<file path="config.mk">
export PLATFORM = sky130hd
export DESIGN_NAME = link_frame_validator
export DESIGN_NICKNAME = d
export VERILOG_FILES = /design/src/rtl/lfv_pkg.sv /design/src/rtl/lfv_crc8.sv /design/src/rtl/lfv_frame_check.sv /design/src/rtl/link_frame_validator.sv
export SDC_FILE = /design/constraint.sdc
export NUM_CORES = 1
export LEC_CHECK = 0
export BUFFER_PORTS_ARGS = -buffer_cell sky130_fd_sc_hd__buf_2
export CORE_ASPECT_RATIO = 0.75
export CORE_MARGIN = 2
export CORE_UTILIZATION = 60
export DETAILED_ROUTE_END_ITERATION = 12
export GPL_ROUTABILITY_DRIVEN = 0
export PLACE_DENSITY_LB_ADDON = 0.3
export SYNTH_ARGS = -nofsm -noshare
export SYNTH_HDL_FRONTEND = slang
export SYNTH_SLANG_ARGS = --single-unit
</file>
<file path="constraint.sdc">
create_clock -name clk_i -period 4.3 [get_ports clk_i]
set_input_delay 0.645 -clock clk_i [delete_from_list [all_inputs] [get_ports clk_i]]
set_output_delay 0.645 -clock clk_i [all_outputs]
set_load 0.01 [all_outputs]
</file>
<file path="src/rtl/lfv_pkg.sv">
// ----------------------------------------------------------------------------
// Link frame validator package
// Shared types and constants for the link frame validator.
// ----------------------------------------------------------------------------
`default_nettype none

package lfv_pkg;

  typedef enum logic [2:0] {
    StatusOk          = 3'd0,
    StatusTooShort    = 3'd1,
    StatusBadLength   = 3'd2,
    StatusLenMismatch = 3'd3,
    StatusCrcMismatch = 3'd4
  } status_e;

  localparam logic [7:0] CrcPolyReset   = 8'hD5;
  localparam logic [6:0] ByteCountMax   = 7'd127;
  localparam logic [7:0] MinFrameBytes  = 8'd4;
  localparam logic [7:0] MinLengthField = 8'd2;
  localparam logic [1:0] PayloadStart   = 2'd3;

  typedef struct packed {
    status_e    status;
    logic [7:0] frame_type;
    logic [5:0] payload_length;
    logic [1:0] payload_start;
  } result_t;

endpackage

`default_nettype wire

</file>
<file path="src/rtl/lfv_crc8.sv">
// ----------------------------------------------------------------------------
// CRC-8 byte update
// Eight unrolled MSB-first shift steps of a CRC-8 with a programmable
// polynomial.
// ----------------------------------------------------------------------------
`default_nettype none

module lfv_crc8 (
  input  wire logic [7:0] crc_i,
  input  wire logic [7:0] data_i,
  input  wire logic [7:0] poly_i,
  output logic      [7:0] crc_o
);

  always_comb begin
    logic [7:0] c;
    c = crc_i ^ data_i;
    for (int i = 0; i < 8; i++) begin
      if (c[7]) begin
        c = {c[6:0], 1'b0} ^ poly_i;
      end else begin
        c = {c[6:0], 1'b0};
      end
    end
    crc_o = c;
  end

endmodule

`default_nettype wire

</file>
<file path="src/rtl/lfv_frame_check.sv">
// ----------------------------------------------------------------------------
// Frame tracker and checker
// Holds the per-frame byte count, length and type bytes and running CRC,
// and forms the frame status when the final byte arrives.
// ----------------------------------------------------------------------------
`default_nettype none

module lfv_frame_check #(
  parameter int unsigned MaxLengthField = 62
) (
  input  wire logic       clk_i,
  input  wire logic       rst_ni,
  input  wire logic       adv_i,
  input  wire logic [7:0] data_i,
  input  wire logic       last_i,
  input  wire logic [7:0] poly_i,
  output lfv_pkg::result_t result_o
);

  logic [6:0] byte_count_q, byte_count_d;
  logic [7:0] length_q, length_d;
  logic [7:0] type_q, type_d;
  logic [7:0] crc_q, crc_d;
  logic [7:0] crc_next;
  logic [7:0] total;
  logic [8:0] expected_total;
  lfv_pkg::status_e status;

  lfv_crc8 u_crc8 (
    .crc_i  (crc_q),
    .data_i (data_i),
    .poly_i (poly_i),
    .crc_o  (crc_next)
  );

  // The final byte carries the CRC itself, so it counts towards the length
  // but is not folded into the running CRC.
  assign total          = {1'b0, byte_count_q} + 8'd1;
  assign expected_total = {1'b0, length_q} + 9'd2;

  always_comb begin
    priority if (total < lfv_pkg::MinFrameBytes) begin
      status = lfv_pkg::StatusTooShort;
    end else if (length_q < lfv_pkg::MinLengthField ||
                 length_q > 8'(MaxLengthField)) begin
      status = lfv_pkg::StatusBadLength;
    end else if (expected_total != {1'b0, total}) begin
      status = lfv_pkg::StatusLenMismatch;
    end else if (crc_q != data_i) begin
      status = lfv_pkg::StatusCrcMismatch;
    end else begin
      status = lfv_pkg::StatusOk;
    end
  end

  always_comb begin
    result_o.status = status;
    if (status == lfv_pkg::StatusOk) begin
      result_o.frame_type     = type_q;
      result_o.payload_length = 6'(length_q - 8'd2);
      result_o.payload_start  = lfv_pkg::PayloadStart;
    end else begin
      result_o.frame_type     = '0;
      result_o.payload_length = '0;
      result_o.payload_start  = '0;
    end
  end

  always_comb begin
    byte_count_d = byte_count_q;
    length_d     = length_q;
    type_d       = type_q;
    crc_d        = crc_q;
    if (adv_i) begin
      if (last_i) begin
        byte_count_d = '0;
        length_d     = '0;
        type_d       = '0;
        crc_d        = '0;
      end else begin
        if (byte_count_q == 7'd1) begin
          length_d = data_i;
        end
        if (byte_count_q == 7'd2) begin
          type_d = data_i;
        end
        if (byte_count_q >= 7'd2) begin
          crc_d = crc_next;
        end
        if (byte_count_q != lfv_pkg::ByteCountMax) begin
          byte_count_d = byte_count_q + 7'd1;
        end
      end
    end
  end

  always_ff @(posedge clk_i or negedge rst_ni) begin
    if (!rst_ni) begin
      byte_count_q <= '0;
      length_q     <= '0;
      type_q       <= '0;
      crc_q        <= '0;
    end else begin
      byte_count_q <= byte_count_d;
      length_q     <= length_d;
      type_q       <= type_d;
      crc_q        <= crc_d;
    end
  end

endmodule

`default_nettype wire

</file>
<file path="src/rtl/link_frame_validator.sv">
// A final byte's result is loaded from the input register into the output register.
// One byte per cycle unless stalled; the input register refills while the result waits.
// The CRC byte update is one unrolled eight-step pass between input and state registers.
// A stalled output holds back only final bytes; other bytes keep flowing.
// Reset clears frame state and valids, and loads the polynomial with 0xD5.
// ----------------------------------------------------------------------------
// Link frame validator
// Checks length and CRC-8 of byte-serial link frames and reports their type.
// ----------------------------------------------------------------------------
`default_nettype none

module link_frame_validator #(
  parameter int unsigned MaxLengthField = 62
) (
  input  wire logic       clk_i,
  input  wire logic       rst_ni,
  input  wire logic       cfg_we_i,
  input  wire logic [7:0] cfg_wdata_i,
  input  wire logic       in_valid_i,
  output logic            in_ready_o,
  input  wire logic [7:0] data_byte_i,
  input  wire logic       last_byte_i,
  output logic            out_valid_o,
  input  wire logic       out_ready_i,
  output logic      [2:0] status_o,
  output logic      [7:0] frame_type_o,
  output logic      [5:0] payload_length_o,
  output logic      [1:0] payload_start_o
);

  logic [7:0] crc_poly_q;
  logic       s1_valid_q;
  logic [7:0] s1_data_q;
  logic       s1_last_q;
  logic       s1_adv;
  logic       out_valid_q;
  lfv_pkg::result_t result;
  lfv_pkg::result_t out_q;

  always_ff @(posedge clk_i or negedge rst_ni) begin
    if (!rst_ni) begin
      crc_poly_q <= lfv_pkg::CrcPolyReset;
    end else if (cfg_we_i) begin
      crc_poly_q <= cfg_wdata_i;
    end
  end

  // Only a final byte needs room in the output register to move on.
  assign s1_adv     = s1_valid_q && (!s1_last_q || !out_valid_q || out_ready_i);
  assign in_ready_o = !s1_valid_q || s1_adv;

  always_ff @(posedge clk_i or negedge rst_ni) begin
    if (!rst_ni) begin
      s1_valid_q <= 1'b0;
    end else if (in_ready_o) begin
      s1_valid_q <= in_valid_i;
    end
  end

  always_ff @(posedge clk_i) begin
    if (in_ready_o && in_valid_i) begin
      s1_data_q <= data_byte_i;
      s1_last_q <= last_byte_i;
    end
  end

  lfv_frame_check #(
    .MaxLengthField (MaxLengthField)
  ) u_frame_check (
    .clk_i    (clk_i),
    .rst_ni   (rst_ni),
    .adv_i    (s1_adv),
    .data_i   (s1_data_q),
    .last_i   (s1_last_q),
    .poly_i   (crc_poly_q),
    .result_o (result)
  );

  always_ff @(posedge clk_i or negedge rst_ni) begin
    if (!rst_ni) begin
      out_valid_q <= 1'b0;
    end else if (s1_adv && s1_last_q) begin
      out_valid_q <= 1'b1;
    end else if (out_ready_i) begin
      out_valid_q <= 1'b0;
    end
  end

  always_ff @(posedge clk_i) begin
    if (s1_adv && s1_last_q) begin
      out_q <= result;
    end
  end

  assign out_valid_o      = out_valid_q;
  assign status_o         = out_q.status;
  assign frame_type_o     = out_q.frame_type;
  assign payload_length_o = out_q.payload_length;
  assign payload_start_o  = out_q.payload_start;

endmodule

`default_nettype wire

</file>
== Yosys cells after proc, flatten, opt, wreduce, memory -nomap -nowiden ==
Cells that the tools add are included.
Word-level totals
  input bits: 22
  word-level logic and storage cells: 78
  register bits: 69
  output and inout bits: 21
Operators by class
  bitwise logic cells: 9
  equality and inequality tests: 5
  muxes and demuxes: 23
  add/sub/neg operators: 4
  $lt $le $gt $ge: 4
  reductions and logical operators: 20
Operator list (count)
  2-to-1 mux 8 bit: 14
  XOR 8 bit: 9
  2-to-1 mux 7 bit: 2
  2-to-1 mux 3 bit: 4
  nonzero test 2 bit: 5
  adder 8 x 2 -> 9 bit, second input constant: 1
  != test 9 x 8 -> 1 bit: 1
  adder 7 x 1 -> 8 bit, second input constant: 1
  > comparator 8 x 6 -> 1 bit, second input constant: 1
  < comparator 8 x 2 -> 1 bit, second input constant: 1
  < comparator 8 x 3 -> 1 bit, second input constant: 1
  != test 8 bit: 1
  AND reduction 2 bit: 4
  adder 7 x 1 -> 7 bit, second input constant: 1
  == test 7 x 1 -> 1 bit, second input constant: 1
  == test 7 x 2 -> 1 bit, second input constant: 1
  >= comparator 7 x 2 -> 1 bit, second input constant: 1
  != test 7 bit, second input constant: 1
  subtractor 6 x 2 -> 6 bit, second input constant: 1
  logical OR 1 bit: 4
  logical AND 1 bit: 3
  zero test 1 bit: 3
  zero test 3 bit: 1
  2-to-1 mux 1 bit: 2
  2-to-1 mux 2 bit: 1

== Longest topological paths before layout ==
  word-level depth: 19
  mapped depth: 14
  gate-level depth less buffers: 12

== Hierarchy ==
From an unflattened synthesis, not the netlist that was laid out.
Second synthesis, totals
  cells, all modules: 496
  area, all modules: 5031.1 um2
Modules (own cells, without submodules)
  lfv_frame_check: area each 2290.9 um2, seq. area each 775.7 um2, cells an instance 244, instances 1
  lfv_crc8: area each 1462.7 um2, seq. area each 0.0 um2, cells an instance 197, instances 1
  link_frame_validator: area each 1277.5 um2, seq. area each 1097.3 um2, cells an instance 55, instances 1

== Worst setup path after synthesis ==
No wires, ideal clock.
  path kind: flip-flop to flip-flop
  start: register crc_poly_q[6]
  end: register u_frame_check.crc_q[7]
  cell stages (with the launch flop): 15
  period minus slack after synthesis: 3.786 ns
  path slack: 0.514 ns
  setup time: 0.122 ns
  required time: 4.178 ns
  arrival: 3.665 ns
  path buffers: 2
  path through: dfstp_2 -> clkbuf_1 -> inv_1 -> nor3_2 -> nor3_1 -> o21bai_1 -> a211oi_1 -> xor2_1 -> xnor3_1 -> a211oi_2 -> a41oi_1 -> and3_4 -> buf_6 -> or4_1 -> a32o_1
Between the ends
  cells in the longest elaborated chain, start to end: 17
  elaborated cells on any way between the ends: 18
  classes of those cells: mux: 10; bitwise: 8
Ends and longest elaborated chain
  start, declared: RTL line link_frame_validator.sv:31  | logic [7:0] crc_poly_q;
  start signal, assigned: RTL line link_frame_validator.sv:42  | crc_poly_q <= lfv_pkg::CrcPolyReset;
  start signal, assigned: RTL line link_frame_validator.sv:44  | crc_poly_q <= cfg_wdata_i;
  XOR 8 bit: RTL line lfv_crc8.sv:20  | c = {c[6:0], 1'b0} ^ poly_i;
  2-to-1 mux 8 bit: RTL line lfv_crc8.sv:19  | if (c[7]) begin
  XOR 8 bit: RTL line lfv_crc8.sv:20
  2-to-1 mux 8 bit (2 in series): RTL line lfv_crc8.sv:19
  XOR 8 bit: RTL line lfv_crc8.sv:20
  2-to-1 mux 8 bit: RTL line lfv_crc8.sv:19
  XOR 8 bit: RTL line lfv_crc8.sv:20
  2-to-1 mux 8 bit: RTL line lfv_crc8.sv:19
  XOR 8 bit: RTL line lfv_crc8.sv:20
  2-to-1 mux 8 bit: RTL line lfv_crc8.sv:19
  XOR 8 bit: RTL line lfv_crc8.sv:20
  2-to-1 mux 8 bit *: RTL line lfv_crc8.sv:19
  XOR 8 bit: RTL line lfv_crc8.sv:20
  2-to-1 mux 8 bit *: RTL line lfv_crc8.sv:19
  2-to-1 mux 8 bit *: RTL line lfv_frame_check.sv:87  | if (byte_count_q >= 7'd2) begin
  2-to-1 mux 8 bit *: RTL line lfv_frame_check.sv:75  | if (last_i) begin
  end signal, assigned: RTL line lfv_frame_check.sv:107  | crc_q <= crc_d;
  end, declared: RTL line lfv_frame_check.sv:23  | logic [7:0] crc_q, crc_d;
Every way passes the cells marked *; elsewhere a longest branch is shown, timed or not. The select of a mux whose other input is x is not followed.
A chain may end at the register's enable or synchronous reset.

== Final worst setup path ==
  start: register s1_data_q[7]
  end: register u_frame_check.crc_q[4]
Between the ends
  cells in the longest elaborated chain, start to end: 17
  elaborated cells on any way between the ends: 18
  classes of those cells: mux: 10; bitwise: 8
Ends and longest elaborated chain
  start, declared: RTL line link_frame_validator.sv:33  | logic [7:0] s1_data_q;
  start signal, assigned: RTL line link_frame_validator.sv:62  | s1_data_q <= data_byte_i;
  XOR 8 bit *: RTL line lfv_crc8.sv:17  | c = crc_i ^ data_i;
  2-to-1 mux 8 bit *: RTL line lfv_crc8.sv:19
  XOR 8 bit: RTL line lfv_crc8.sv:20
  2-to-1 mux 8 bit *: RTL line lfv_crc8.sv:19
  XOR 8 bit: RTL line lfv_crc8.sv:20
  2-to-1 mux 8 bit * (2 in series): RTL line lfv_crc8.sv:19
  XOR 8 bit or 2-to-1 mux 8 bit (tied branches): RTL line lfv_crc8.sv:20, lfv_crc8.sv:19
  2-to-1 mux 8 bit *: RTL line lfv_crc8.sv:19
  XOR 8 bit or 2-to-1 mux 8 bit (tied branches): RTL line lfv_crc8.sv:20, lfv_crc8.sv:19
  2-to-1 mux 8 bit *: RTL line lfv_crc8.sv:19
  XOR 8 bit or 2-to-1 mux 8 bit (tied branches): RTL line lfv_crc8.sv:20, lfv_crc8.sv:19
  2-to-1 mux 8 bit *: RTL line lfv_crc8.sv:19
  XOR 8 bit or 2-to-1 mux 8 bit (tied branches): RTL line lfv_crc8.sv:20, lfv_crc8.sv:19
  2-to-1 mux 8 bit *: RTL line lfv_crc8.sv:19
  2-to-1 mux 8 bit *: RTL line lfv_frame_check.sv:87
  2-to-1 mux 8 bit *: RTL line lfv_frame_check.sv:75
Marks and branches as above.

==> run summary <==
Status: finished, final reports clean
Vias: 3680
Synth Flop Type: dfrtp_1
VDD IR-drop max: 496 µV
Largest net degree at the start of global routing: 42
Fin crit share: 0.953
Detail Placement HPWL: 7720 µm
Worst Reg-to-Reg Cells: 12
DRT antenna net count: 0
Row count: 27
Pleak: 2.15 nW
Worst hold margin: 424 ps
Fin area: 5050 µm²
RR Startpoint: s1_data_q[7]$_DFFE_PP_
Ys Warns: 0
Worst Skew: 9.69 ps
Area occupied by multi-input gates: 2540 µm²
Peak Freq: 0.244 GHz
# H-tree levels: 3
Post-synthesis sequential area ratio: 0.411
Critical path arrival: 4340 ps
Fraction of layout cells with a size suffix above 1: 0.212
TritonCTS Buffers: 9
Placeable Area: 7300 µm²
Place WS: 217 ps
Crit path cell chain: xor2_4 > nand3_2 > and2_1 > a2111oi_2 > a211oi_1 > xnor2_1 > xnor3_1 > a211oi_2 > o21ai_1 > xnor3_1 > or4_1 > a32o_1
Crit. Startpoint: s1_data_q[7]$_DFFE_PP_
Crit-path slowest cell: edfxtp_1
CP Buf/Inv Count: 0
DIE HEIGHT: 78.9 µm
DIE WIDTH: 104 µm
Reg-to-reg slack, setup: 200 ps
Starting Density: 0.614
Total Wirelength: 10700 µm
CP endpoint kind: register
Post-synthesis cell type count: 74
Post-synth ARST share: 0.603
Remaining DRCs: 0
CP endpoint: u_frame_check.crc_q[4]$_DFFE_PN0P_
Hold Crit Class: primary input to asynchronous set/reset pin
Power, Total: 3.99 mW
Critical path class: register to register
Tightest Pin Transition: 918 ps
Headroom to the max-slew limit: 0.388
TritonRoute pass-1 iters: 5
Die area: 8190 µm²
Avg Vias per Cell: 6.13
First-pass GRT wire length: 17100 µm
Vias in the first global route: 3390
Skew-Pair Late Insertion Delay: 360 ps
Grt ovf: 0
Synth top area cells: dfrtp_1 (20%), edfxtp_1 (18%), xnor2_1 (8.0%), nand2_1 (5.5%), a22o_1 (3.3%)
Post-synth top area cell: dfrtp_1
Clock-pin slew on the worst setup and hold paths: 80 ps
GRT Overall Usage: 0.269
Nets: 521
Hold Vio Cnt, Final: 0
Worst Path Required: 4540 ps
IO Pins: 43
Post-CTS Hold Buffers: 0
Area share of the largest cell type after synthesis: 0.201
PwrDens: 789 nW/µm²
CP Launch Type: register
Syn nets: 480
Worst-path fanout max: 6
Worst path depth: 12
CTS sink cnt: 68
Final setup vio count: 0
CTS tree: built
Synth-to-Final Area Change: 12.8%
Crit path max-delay family: XOR/XNOR gates
Syn_area_per_cell: 9.90 µm²
Fillers: 574
Area post-placement: 4780 µm²
DR iter-0 viols: 259
CP peak stage delay: 520 ps
Longest Clk Path Bufs: 2
Diodes inserted: 0
Post-synthesis register bit count: 68
Mapped cell area: 4480 µm²
Tmin final: 4100 ps
FF+latch area: 1840 µm²
Slew Viols, Final: 0
Final worst slack: 204 ps
EDFF count, synth: 27
Average wire per standard cell: 17.8 µm
PortBufs: 42
Initial antenna violation count: 0
CP most frequent cell: xnor3_1
Reg2Reg Capture Point: u_frame_check.crc_q[4]$_DFFE_PN0P_
Root Driver: clkbuf_8
Syn Inst Count: 453
Max-Cap Viols: 0
-- synth_stat cells, drive strengths merged, types with 2 or more instances --
cell	count
nand4	4
xnor2	43
inv	12
mux2	4
or2	2
a211o	2
nand3	13
and3	8
o211a	2
xor2	18
a21oi	9
nor2	23
edfxtp	27
a211oi	5
nand2	67
dfstp	5
and2	12
o311ai	2
a22o	17
a21o	4
mux2i	4
xnor3	7
a31oi	4
nand2b	6
clkbuf	19
nor3	21
nor3b	2
a21boi	2
a32o	2
o2111ai	2
nand3b	3
or3	2
o211ai	6
o21ai	26
ha	5
or4	3
dfrtp	36
buf	3
nor4	3
o31ai	5
-- registers in the layout (all words and copies together), names as in the netlist --
register                    count
crc_poly_q                      8
out_valid_o                     1
u_frame_check.length_q          8
u_frame_check.type_q            8
u_frame_check.crc_q             8
frame_type_o                    8
u_frame_check.byte_count_q      7
payload_length_o                6
status_o                        3
payload_start_o                 1
s1_last_q                       1
s1_data_q                       8
s1_valid_q                      1
-- how the worst min path moves through the flow --
stage	startpoint	to	slack, ps	depth (start not counted)
2_1_floorplan	rst_ni	crc_poly_q[1]$_DFFE_PN0P_	350	0
3_3_place_gp	u_frame_check.type_q[1]$_DFFE_PN0P_	u_frame_check.type_q[1]$_DFFE_PN0P_	490	1
3_5_place_dp	u_frame_check.type_q[2]$_DFFE_PN0P_	u_frame_check.type_q[2]$_DFFE_PN0P_	490	1
4_1_cts	rst_ni	u_frame_check.length_q[3]$_DFFE_PN0P_	460	1
5_1_grt	data_byte_i[1]	s1_data_q[1]$_DFFE_PP_	450	1
6_report	rst_ni	u_frame_check.byte_count_q[5]$_DFFE_PN0P_	420	1
-- cell type report --
type                       instances  share of cell area
clock inverter                     7              0.0161
clock buffer                       9              0.0245
inverter                          12             0.00891
sequential                        68               0.365
timing repair buffer              52              0.0589
tap                              101              0.0250
multi-input combinational        351               0.502
-- per-stage QoR --
| step | std cells | TNS [ps] | utilization |
|---|---|---|---|
| after global routing | 600 | -25.5 | 0.693 |
| after CTS | 597 | 0 | 0.683 |
| after detailed placement | 581 | 0 | 0.655 |
| after global placement | 581 | 0 | 0.655 |
| final | 600 | 0 | 0.693 |
| after floorplan | 453 | 0 | - |
-- logic make-up (layout without fill, tap and decap cells) --
group	Yosys count	count (layout)	share of synthesized area
buffers and inverters	34	80	0.0313
AOI/OAI and AO/OA	97	97	0.163
adders and majority gates	5	5	0.0140
DFF	68	68	0.411
muxes	8	8	0.0207
and+or+nand+nor	172	172	0.193
xor gates and xnor gates	69	69	0.168
-- cell usage in the layout, fill, tap and decap left out, drive strengths merged, types with 3 or more instances in the layout --
cell    count
nand3b      3
mux2        4
a21o        4
a21oi       9
buf        52
xor2       18
o211ai      6
nor3       21
ha          5
xnor2      43
o31ai       5
dfstp       5
inv        15
clkbuf      9
nand4       4
and3        8
a22o       17
a31oi       4
nand3      13
nor2       23
edfxtp     27
xnor3       7
nand2b      6
and2       12
mux2i       4
a211oi      5
or4         3
o21ai      26
dfrtp      36
nor4        3
nand2      67
-- metal layers --
| layer | share of wire | global-route usage | vias to the layer above |
|---|---|---|---|
| li1 | - | - | 1716 |
| met1 | 0.45 | 0.400 | 1734 |
| met2 | 0.43 | 0.388 | 199 |
| met3 | 0.097 | 0.0583 | 31 |
| met4 | 0.023 | 0.100 | 0 |
| met5 | 0 | 0 | - |
-- report_power, final --
| group | total (mW) | internal, mW | switching [mW] | leakage (nW) |
|---|---|---|---|---|
| Clock | 0.555 | 0.276 | 0.279 | 0.101 |
| Combinational | 2.57 | 1.24 | 1.32 | 1.26 |
| Sequential | 0.866 | 0.757 | 0.109 | 0.791 |
| Total | 3.99 | 2.28 | 1.71 | 2.15 |
-- what timing repair did --
item	in CTS	in global routing
resized for setup	0	4
buffers inserted	0	3
setup endpoints to repair	0	3
Power figures use the tool's default switching activity.
